### src/rtl/quoted_command_line_tokenizer_defines.svh
// ----------------------------------------------------------------------------
// Assertion macros for the quoted command line tokenizer.
// ----------------------------------------------------------------------------
`ifndef QUOTED_COMMAND_LINE_TOKENIZER_DEFINES_SVH
`define QUOTED_COMMAND_LINE_TOKENIZER_DEFINES_SVH

// Same-cycle implication, checked outside reset.
`define QCT_ASSERT_NOW(label, pre, post, msg) \
    label: assert property (@(posedge i_clk) disable iff (!i_rst_n) \
        (pre) |-> (post)) else $error(msg);

// Next-cycle implication, checked outside reset.
`define QCT_ASSERT_NEXT(label, pre, post, msg) \
    label: assert property (@(posedge i_clk) disable iff (!i_rst_n) \
        (pre) |=> (post)) else $error(msg);

`endif

### src/rtl/qct_pkg.sv
// ----------------------------------------------------------------------------
// qct_pkg
// Shared codes, byte constants and types of the command line tokenizer.
// ----------------------------------------------------------------------------
`default_nettype none

package qct_pkg;

    // Scan modes.
    localparam logic [2:0] MODE_LINE_START = 3'd0;
    localparam logic [2:0] MODE_MARK_ONE   = 3'd1;
    localparam logic [2:0] MODE_MARK_TWO   = 3'd2;
    localparam logic [2:0] MODE_GAP        = 3'd3;
    localparam logic [2:0] MODE_BARE       = 3'd4;
    localparam logic [2:0] MODE_SINGLE     = 3'd5;
    localparam logic [2:0] MODE_DOUBLE     = 3'd6;

    // Result kinds.
    localparam logic [1:0] KIND_BYTE  = 2'd0;
    localparam logic [1:0] KIND_END   = 2'd1;
    localparam logic [1:0] KIND_OK    = 2'd2;
    localparam logic [1:0] KIND_ERROR = 2'd3;

    // Special bytes.
    localparam logic [7:0] CH_NUL    = 8'h00;
    localparam logic [7:0] CH_SPACE  = 8'h20;
    localparam logic [7:0] CH_SQUOTE = 8'h27;
    localparam logic [7:0] CH_DQUOTE = 8'h22;
    localparam logic [7:0] MARK_B0   = 8'hEF;
    localparam logic [7:0] MARK_B1   = 8'hBB;
    localparam logic [7:0] MARK_B2   = 8'hBF;

    // Most result words one input byte can cause.
    localparam int MAX_RES = 4;

    // One result word.
    typedef struct packed {
        logic [1:0] kind;
        logic [7:0] token_byte;
        logic       first_in_token;
        logic       last_of_run;
    } t_res;

    // All result words of one input byte.
    typedef struct packed {
        t_res [MAX_RES-1:0] res;
        logic [2:0]         num;
    } t_batch;

endpackage

`default_nettype wire

### src/rtl/quoted_command_line_tokenizer.sv
// ----------------------------------------------------------------------------
// quoted_command_line_tokenizer
// Splits a zero-terminated command line into tokens, bare or quoted, after
// dropping a leading byte order mark.
// ----------------------------------------------------------------------------
//  Channel   Direction  Handshake                     Word
//  char      in         i_char_valid / o_char_ready   i_char_byte
//  tok       out        o_tok_valid / i_tok_ready     kind, token_byte, first, last
//
//  An accepted byte is scanned from the input register and its result words
//  load into the result register once it is free; unstalled, one word leaves
//  per cycle. A batch of n words (up to four after a broken mark) holds the
//  input until its last word leaves; unstalled, bytes of at most one word run
//  one per cycle. Synchronous active-low reset returns the scanner to line start, empty.
//  A stall on the output holds the result register and then the input one.
// ----------------------------------------------------------------------------
`default_nettype none

module quoted_command_line_tokenizer (
    input  wire logic       i_clk,
    input  wire logic       i_rst_n,
    input  wire logic       i_char_valid,
    output logic            o_char_ready,
    input  wire logic [7:0] i_char_byte,
    output logic            o_tok_valid,
    input  wire logic       i_tok_ready,
    output logic [1:0]      o_kind,
    output logic [7:0]      o_token_byte,
    output logic            o_first_in_token,
    output logic            o_last_of_run
);
    import qct_pkg::*;

    logic       r_in_valid;
    logic [7:0] r_in_byte;
    logic [2:0] r_mode;
    logic       r_has;
    logic [2:0] n_mode;
    logic       n_has;
    t_batch     batch;
    logic       can_load;
    logic       process;

    assign process      = r_in_valid && can_load;
    assign o_char_ready = !r_in_valid || can_load;

    // Input register.
    always_ff @(posedge i_clk) begin
        if (!i_rst_n) begin
            r_in_valid <= 1'b0;
        end else if (o_char_ready) begin
            r_in_valid <= i_char_valid;
        end
    end

    always_ff @(posedge i_clk) begin
        if (o_char_ready && i_char_valid) begin
            r_in_byte <= i_char_byte;
        end
    end

    // Scanner state, advanced once per processed byte.
    always_ff @(posedge i_clk) begin
        if (!i_rst_n) begin
            r_mode <= MODE_LINE_START;
            r_has  <= 1'b0;
        end else if (process) begin
            r_mode <= n_mode;
            r_has  <= n_has;
        end
    end

    qct_scan u_scan (
        .i_mode  (r_mode),
        .i_has   (r_has),
        .i_byte  (r_in_byte),
        .o_batch (batch),
        .o_mode  (n_mode),
        .o_has   (n_has)
    );

    qct_out_buf u_out_buf (
        .i_clk            (i_clk),
        .i_rst_n          (i_rst_n),
        .i_load           (process),
        .i_batch          (batch),
        .o_can_load       (can_load),
        .o_tok_valid      (o_tok_valid),
        .i_tok_ready      (i_tok_ready),
        .o_kind           (o_kind),
        .o_token_byte     (o_token_byte),
        .o_first_in_token (o_first_in_token),
        .o_last_of_run    (o_last_of_run)
    );

endmodule

`default_nettype wire

### src/rtl/qct_scan.sv
// ----------------------------------------------------------------------------
// qct_scan
// Single-pass scan of one byte: mark handling, replay of held mark bytes and
// the token scan, giving the next state and the byte's whole result batch.
// ----------------------------------------------------------------------------
`default_nettype none

module qct_scan (
    input  wire logic [2:0]      i_mode,
    input  wire logic            i_has,
    input  wire logic [7:0]      i_byte,
    output qct_pkg::t_batch      o_batch,
    output logic [2:0]           o_mode,
    output logic                 o_has
);
    import qct_pkg::*;

    logic       hold;
    logic [1:0] pre_cnt;
    logic [2:0] sc_mode;
    logic       sc_has;
    logic [1:0] sc_cnt;
    t_res       e0;
    t_res       e1;
    logic [2:0] nx_mode;
    logic       nx_has;
    logic [1:0] pos;
    logic [2:0] total;

    // Mark detection; replayed mark bytes leave a bare token with bytes.
    always_comb begin
        hold    = 1'b0;
        pre_cnt = 2'd0;
        sc_mode = MODE_GAP;
        sc_has  = i_has;
        unique case (i_mode)
            MODE_LINE_START: begin
                if (i_byte == MARK_B0) begin
                    hold = 1'b1;
                end
            end
            MODE_MARK_ONE: begin
                if (i_byte == MARK_B1) begin
                    hold = 1'b1;
                end else begin
                    pre_cnt = 2'd1;
                    sc_mode = MODE_BARE;
                    sc_has  = 1'b1;
                end
            end
            MODE_MARK_TWO: begin
                if (i_byte == MARK_B2) begin
                    hold = 1'b1;
                end else begin
                    pre_cnt = 2'd2;
                    sc_mode = MODE_BARE;
                    sc_has  = 1'b1;
                end
            end
            MODE_GAP, MODE_BARE, MODE_SINGLE, MODE_DOUBLE: begin
                sc_mode = i_mode;
            end
            default: begin
                sc_mode = MODE_GAP;
            end
        endcase
    end

    // Token scan of the current byte from the scan mode.
    always_comb begin
        sc_cnt  = 2'd0;
        e0      = '0;
        e1      = '0;
        nx_mode = sc_mode;
        nx_has  = 1'b0;
        case (sc_mode)
            MODE_BARE: begin
                if (i_byte == CH_NUL) begin
                    sc_cnt  = 2'd2;
                    e0.kind = KIND_END;
                    e1.kind = KIND_OK;
                    nx_mode = MODE_LINE_START;
                end else if (i_byte == CH_SPACE) begin
                    sc_cnt  = 2'd1;
                    e0.kind = KIND_END;
                    nx_mode = MODE_GAP;
                end else if (i_byte == CH_SQUOTE || i_byte == CH_DQUOTE) begin
                    sc_cnt  = 2'd1;
                    e0.kind = KIND_END;
                    nx_mode = (i_byte == CH_SQUOTE) ? MODE_SINGLE : MODE_DOUBLE;
                end else begin
                    sc_cnt            = 2'd1;
                    e0.kind           = KIND_BYTE;
                    e0.token_byte     = i_byte;
                    e0.first_in_token = !sc_has;
                    nx_has            = 1'b1;
                end
            end
            MODE_SINGLE, MODE_DOUBLE: begin
                if (i_byte == CH_NUL) begin
                    sc_cnt  = 2'd1;
                    e0.kind = KIND_ERROR;
                    nx_mode = MODE_LINE_START;
                end else if (i_byte == ((sc_mode == MODE_SINGLE) ? CH_SQUOTE : CH_DQUOTE)) begin
                    sc_cnt  = 2'd1;
                    e0.kind = KIND_END;
                    nx_mode = MODE_GAP;
                end else begin
                    sc_cnt            = 2'd1;
                    e0.kind           = KIND_BYTE;
                    e0.token_byte     = i_byte;
                    e0.first_in_token = !sc_has;
                    nx_has            = 1'b1;
                end
            end
            default: begin
                if (i_byte == CH_NUL) begin
                    sc_cnt  = 2'd1;
                    e0.kind = KIND_OK;
                    nx_mode = MODE_LINE_START;
                end else if (i_byte == CH_SPACE) begin
                    nx_mode = MODE_GAP;
                end else if (i_byte == CH_SQUOTE) begin
                    nx_mode = MODE_SINGLE;
                end else if (i_byte == CH_DQUOTE) begin
                    nx_mode = MODE_DOUBLE;
                end else begin
                    sc_cnt            = 2'd1;
                    e0.kind           = KIND_BYTE;
                    e0.token_byte     = i_byte;
                    e0.first_in_token = 1'b1;
                    nx_has            = 1'b1;
                    nx_mode           = MODE_BARE;
                end
            end
        endcase
    end

    // Assemble the batch: replayed mark bytes first, then the scan results.
    always_comb begin
        o_batch = '0;
        pos     = pre_cnt;
        total   = {1'b0, pre_cnt} + {1'b0, sc_cnt};
        o_batch.res[0].kind           = KIND_BYTE;
        o_batch.res[0].token_byte     = MARK_B0;
        o_batch.res[0].first_in_token = 1'b1;
        o_batch.res[1].kind           = KIND_BYTE;
        o_batch.res[1].token_byte     = MARK_B1;
        o_batch.res[pos]              = e0;
        o_batch.res[pos + 2'd1]       = e1;
        o_batch.num                   = hold ? 3'd0 : total;
        for (int i = 0; i < MAX_RES; i++) begin
            o_batch.res[i].last_of_run = (3'(i + 1) == o_batch.num);
        end
        if (hold) begin
            o_mode = (i_mode == MODE_LINE_START) ? MODE_MARK_ONE
                   : (i_mode == MODE_MARK_ONE) ? MODE_MARK_TWO : MODE_GAP;
            o_has  = i_has;
        end else begin
            o_mode = nx_mode;
            o_has  = nx_has;
        end
    end

endmodule

`default_nettype wire

### src/rtl/qct_out_buf.sv
// ----------------------------------------------------------------------------
// qct_out_buf
// Result register: holds the batch of one input byte and hands it out one
// word per handshake. A new batch loads when it is empty or as the last word of the old one goes.
// ----------------------------------------------------------------------------
`default_nettype none

`include "quoted_command_line_tokenizer_defines.svh"

module qct_out_buf (
    input  wire logic            i_clk,
    input  wire logic            i_rst_n,
    input  wire logic            i_load,
    input  wire qct_pkg::t_batch i_batch,
    output logic                 o_can_load,
    output logic                 o_tok_valid,
    input  wire logic            i_tok_ready,
    output logic [1:0]           o_kind,
    output logic [7:0]           o_token_byte,
    output logic                 o_first_in_token,
    output logic                 o_last_of_run
);
    import qct_pkg::*;

    t_res [MAX_RES-1:0] r_res;
    logic [2:0]         r_num;
    logic [1:0]         r_pos;
    logic               pop;
    logic               at_last;
    t_res               cur;

    assign cur          = r_res[r_pos];
    assign o_tok_valid  = (r_num != 3'd0);
    assign pop          = o_tok_valid && i_tok_ready;
    assign at_last      = (({1'b0, r_pos} + 3'd1) == r_num);
    assign o_can_load   = !o_tok_valid || (pop && at_last);

    assign o_kind           = cur.kind;
    assign o_token_byte     = cur.token_byte;
    assign o_first_in_token = cur.first_in_token;
    assign o_last_of_run    = cur.last_of_run;

    // Control: word count and read position.
    always_ff @(posedge i_clk) begin
        if (!i_rst_n) begin
            r_num <= 3'd0;
            r_pos <= 2'd0;
        end else if (i_load) begin
            r_num <= i_batch.num;
            r_pos <= 2'd0;
        end else if (pop) begin
            if (at_last) begin
                r_num <= 3'd0;
                r_pos <= 2'd0;
            end else begin
                r_pos <= r_pos + 2'd1;
            end
        end
    end

    // Payload: the words of the batch.
    always_ff @(posedge i_clk) begin
        if (i_load) begin
            r_res <= i_batch.res;
        end
    end

    `QCT_ASSERT_NOW(a_no_overwrite, o_tok_valid && !(pop && at_last), !i_load,
        "batch loaded over words not yet delivered")
    `QCT_ASSERT_NOW(a_pos_in_range, o_tok_valid, ({1'b0, r_pos} < r_num) && (r_num <= 3'd4),
        "read position outside the batch")
    `QCT_ASSERT_NEXT(a_load_shows, i_load && (i_batch.num != 3'd0),
        o_tok_valid && (r_pos == 2'd0), "loaded batch not presented")
    `QCT_ASSERT_NEXT(a_drain_empty, pop && at_last && !i_load, !o_tok_valid,
        "output still valid after last word")

endmodule

`default_nettype wire
### config.mk
export PLATFORM = sky130hd
export DESIGN_NAME = quoted_command_line_tokenizer
export DESIGN_NICKNAME = d
export VERILOG_FILES = /design/src/rtl/qct_pkg.sv /design/src/rtl/quoted_command_line_tokenizer.sv /design/src/rtl/qct_scan.sv /design/src/rtl/qct_out_buf.sv
export VERILOG_INCLUDE_DIRS = /design/src /design/src/rtl
export SDC_FILE = /design/constraint.sdc
export NUM_CORES = 1
export LEC_CHECK = 0
export BUFFER_PORTS_ARGS = -buffer_cell sky130_fd_sc_hd__buf_2
export CAP_MARGIN = 20
export CORE_ASPECT_RATIO = 0.5
export CORE_MARGIN = 2
export CORE_UTILIZATION = 54
export CTS_CLUSTER_SIZE = 16
export DETAILED_ROUTE_END_ITERATION = 10
export PLACE_DENSITY = 0.76
export SYNTH_ARGS = -nofsm -noshare
export SYNTH_HDL_FRONTEND = slang
export SYNTH_HIERARCHICAL = 1
export SYNTH_SLANG_ARGS = --single-unit
### constraint.sdc
create_clock -name i_clk -period 2.7 [get_ports i_clk]
set_input_delay 0.54 -clock i_clk [delete_from_list [all_inputs] [get_ports i_clk]]
set_output_delay 0.54 -clock i_clk [all_outputs]
set_load 0.05 [all_outputs]
==> run summary <==
- 2318 — via count of the first global-routing pass
- 0.672 — share of the core filled with cells in the final layout
- 0 — number of antenna-violating nets in the routed design
- sky130_fd_sc_hd__edfxtp_1 — most used flip-flop cell after synthesis
- 0.486 — Yosys top cell area share
- 0.097 — combinational share of power
- 0 — proportion of register bits with asynchronous set or reset after synthesis
- 66 — number of sinks handled by clock tree synthesis
- 0.300 — fraction of final layout cells with drive strength greater than 1
- flip-flop — endpoint class of the critical path
- yes — CTS tree
- 11300 µm — first-pass GRT wire length
- 0.449 — clock group share of total power
- 2.79 ns — endpoint required time on the critical path
- 0.00690 ns — maximum clock skew at final layout
- 2.74 ns — WP data arrival
- 0 — setup violation total in the final timing report
- in2reg — worst min-delay path class
- 68 — count of distinct cell types in the synthesized netlist
- 0 — DRC violations left
- 1970 µW — cell-internal power
- 0.564 — initial core utilization
- 4120 µm² — total non-filler cell area in the finished layout
- 0 — final slew viol count
- 6130 µm² — Core ar.
- 627 µW — net switching power figure
- 0.33 ns — clock latency of the later-clocked register in the worst-skew pair
- 0.242 — switching fraction of total power
- finished clean — status
- 56 x sky130_fd_sc_hd__edfxtp_1, 16 x sky130_fd_sc_hd__nand2_1, 13 x sky130_fd_sc_hd__buf_4 — list of most frequent post-synthesis cells
- 0.454 — sequential share of power
- 28 — largest net degree at the start of global routing
- 56 — number of enable flip-flop cells after synthesis
- 337 — net count reported at finish
- 2428 — via count of the routed design
- 1440 µm² — area used by multi-input combinational logic
- 1880 µm² — combined flip-flop and latch cell area
- 5 — first-pass iteration count of the detailed router
- 3750 µm² — placement-stage cell area
- sky130_fd_sc_hd__clkbuf_16 — CTS Root Buffer Type
- 0.306 mV — maximum VDD drop
- 629 nW/µm² — power density over the cells
- 25 — quantity of I/O buffers inserted on ports
- 26 — count of boundary I/O pins
- 0.377 GHz — highest clock frequency the design can meet
- 66 — Yosys reg bits
- sky130_fd_sc_hd__edfxtp_1 — area leader, netlist
- sky130_fd_sc_hd__edfxtp_1 — most used standard cell by instance count after synthesis
- 0.544 — sequential element share of the synthesized area
- reg2reg — kind of critical path
- 19.2% — post-synthesis to final-layout area growth
- 7100 µm² — total die area
- 20 — row count
- 273 — Synth Instances
- 0 — number of antenna violations at the first check in global routing
- 17.1 µm — routed length per placed instance
- 0 — Max Cap Viol
- sky130_fd_sc_hd__edfxtp_1 49%, sky130_fd_sc_hd__dfxtp_1 5.8%, sky130_fd_sc_hd__mux4_2 5.2%, sky130_fd_sc_hd__mux4_1 3.0%, sky130_fd_sc_hd__buf_4 2.8% — top cells by area, synth
- 117 µm — horizontal extent of the die
- 0 — GRT overflow
- 0.00156 µW — leakage
- 5.85 — ratio of routed vias to standard cells
- 2.65 ns — final period demand of the worst path
- 0.983 — period utilization
- 2 — maximum clock insertion buffer count
- 0.06 ns — Reg clk slew, reported paths
- 0.219 — GRT Overall Usage
- 444 — fill count
- 6 — Ys Warns
- flip-flop — crit path launch type
- 0.994 — placer's final routability congestion estimate
- 151 — drt first-iter violations
- 5 — worst-path fanout max
- 0 — final hold vios
- 12.7 µm² — average footprint of a synthesized cell
- true — setup repair after global routing missed its margin
- 4990 µm — placed wire-length estimate after detailed placement
- 7100 µm — Post-Route WL
- 3 — Max H-tree Level
- 0 — post-cts hold buffer count
- 9 — number of buffers created by CTS
- 60.6 µm — die height
- 0 — number of antenna cells inserted
- 0.639 — worst max-slew margin expressed relative to the limit
- 3460 µm² — Synth Cell Area
- 0.539 ns — transition time at the pin with the least slew margin
-- flip-flops by register name, indices dropped and copies added (netlist names) --
register / flops
u_out_buf/r_res: 48
r_in_byte: 8
r_mode: 3
u_out_buf/r_num: 3
u_out_buf/r_pos: 2
r_has: 1
r_in_valid: 1
-- per-layer routing --
| metal | share of wire | track usage | wire length (µm) | up-vias |
|---|---|---|---|---|
| li1 | - | - | - | 1131 |
| met1 | 0.45 | 0.293 | 3190 | 1186 |
| met2 | 0.46 | 0.343 | 3260 | 92 |
| met3 | 0.072 | 0.0759 | 513 | 19 |
| met4 | 0.018 | 0.0706 | 131 | 0 |
| met5 | 0 | 0 | 0 | - |
-- cells in the final DEF, fill, tap and decap left out, drive strengths merged, types with 3 or more instances in the layout --
cell,synthesis,routed
buf,23,54
a21oi,5,5
nand3b,7,7
a211oi,3,3
o31ai,3,3
edfxtp,56,56
nand2b,6,6
inv,8,9
nand2,16,16
clkinv,0,4
nor2,12,12
and3,6,6
o21ai,18,18
nand3,8,8
or3,5,5
xor2,3,3
nor4b,3,3
clkbuf,4,9
dfxtp,10,10
mux4,12,12
and2,10,10
nor4,5,5
a21boi,3,3
nor3,6,6
nand4,6,6
conb,1,12
-- per-stage QoR --
step / total power [µW] / std cells / setup TNS (ns) / hold slack (ns) / setup slack [ns]
2_1_floorplan: 1380 / 284 / 0 / 0.438 / 0.0270
4_1_cts: 2590 / 411 / 0 / 0.375 / 0.0454
3_3_place_gp: 1430 / 395 / 0 / 0.468 / 0.127
6_report: 2590 / 415 / 0 / 0.385 / 0.0467
3_5_place_dp: 1440 / 395 / 0 / 0.474 / 0.102
5_1_grt: 2670 / 415 / -0.0638 / 0.378 / -0.0496
-- power by group through the flow --
stage	clock network, µW	logic, µW	registers [µW]
5_1_grt	1220	270	1180
6_report	1160	252	1180
4_1_cts	1170	244	1180
2_1_floorplan	0	188	1190
3_5_place_dp	0	243	1200
3_3_place_gp	0	236	1190
-- layout make-up --
| type | count | area share |
|---|---|---|
| Tap cell | 88 | 0.0267 |
| Clock buffer | 9 | 0.0546 |
| Clock inverter | 7 | 0.0188 |
| Multi-Input combinational cell | 183 | 0.348 |
| Timing Repair Buffer | 54 | 0.0877 |
| Inverter | 8 | 0.00729 |
| Sequential cell | 66 | 0.457 |
-- final timing paths --
kind                                from                             to  slack [ns]  cells past startpoint
setup / recovery  r_in_byte[2]$_DFFE_PP_  u_out_buf/r_res[36]$_DFFE_PP_        0.05                      9
hold / removal            i_char_byte[7]         r_in_byte[7]$_DFFE_PP_        0.38                      1
setup reg to reg  r_in_byte[2]$_DFFE_PP_  u_out_buf/r_res[36]$_DFFE_PP_        0.05                      9
hold reg to reg   r_mode[2]$_SDFFE_PN0P_         r_mode[2]$_SDFFE_PN0P_        0.48                      2
-- kinds of logic (layout without fill, tap and decap cells) --
| kind of cell | after synthesis | after routing | share of synthesized area |
|---|---|---|---|
| buffers and inverters | 35 | 78 | 0.0622 |
| other | 1 | 12 | 0.00108 |
| xor gates and xnor gates | 4 | 4 | 0.0101 |
| and+or+nand+nor | 102 | 102 | 0.179 |
| AOI/OAI and AO/OA | 49 | 49 | 0.105 |
| adders and majority gates | 3 | 3 | 0.0130 |
| muxes | 13 | 13 | 0.0854 |
| DFF | 66 | 66 | 0.544 |
-- repair_timing --
action                                  4_1_cts  5_1_grt
setup buffers                                 0        4
pin swaps                                     0        2
gates resized for setup                       1        7
endpoints found under the setup margin        1        7
-- critical path, stage by stage, from the launching register on --
cell and delay [ns]:
sky130_fd_sc_hd__edfxtp_1 0.47, sky130_fd_sc_hd__nand4b_1 0.26, sky130_fd_sc_hd__o21ai_2 0.25, sky130_fd_sc_hd__inv_2 0.07, sky130_fd_sc_hd__nor4b_2 0.27, sky130_fd_sc_hd__nor2_1 0.08, sky130_fd_sc_hd__ha_1 0.21, sky130_fd_sc_hd__fa_2 0.58
sky130_fd_sc_hd__nor2_1 0.06, sky130_fd_sc_hd__and3_1 0.17
(Power assumes the default switching activity.)
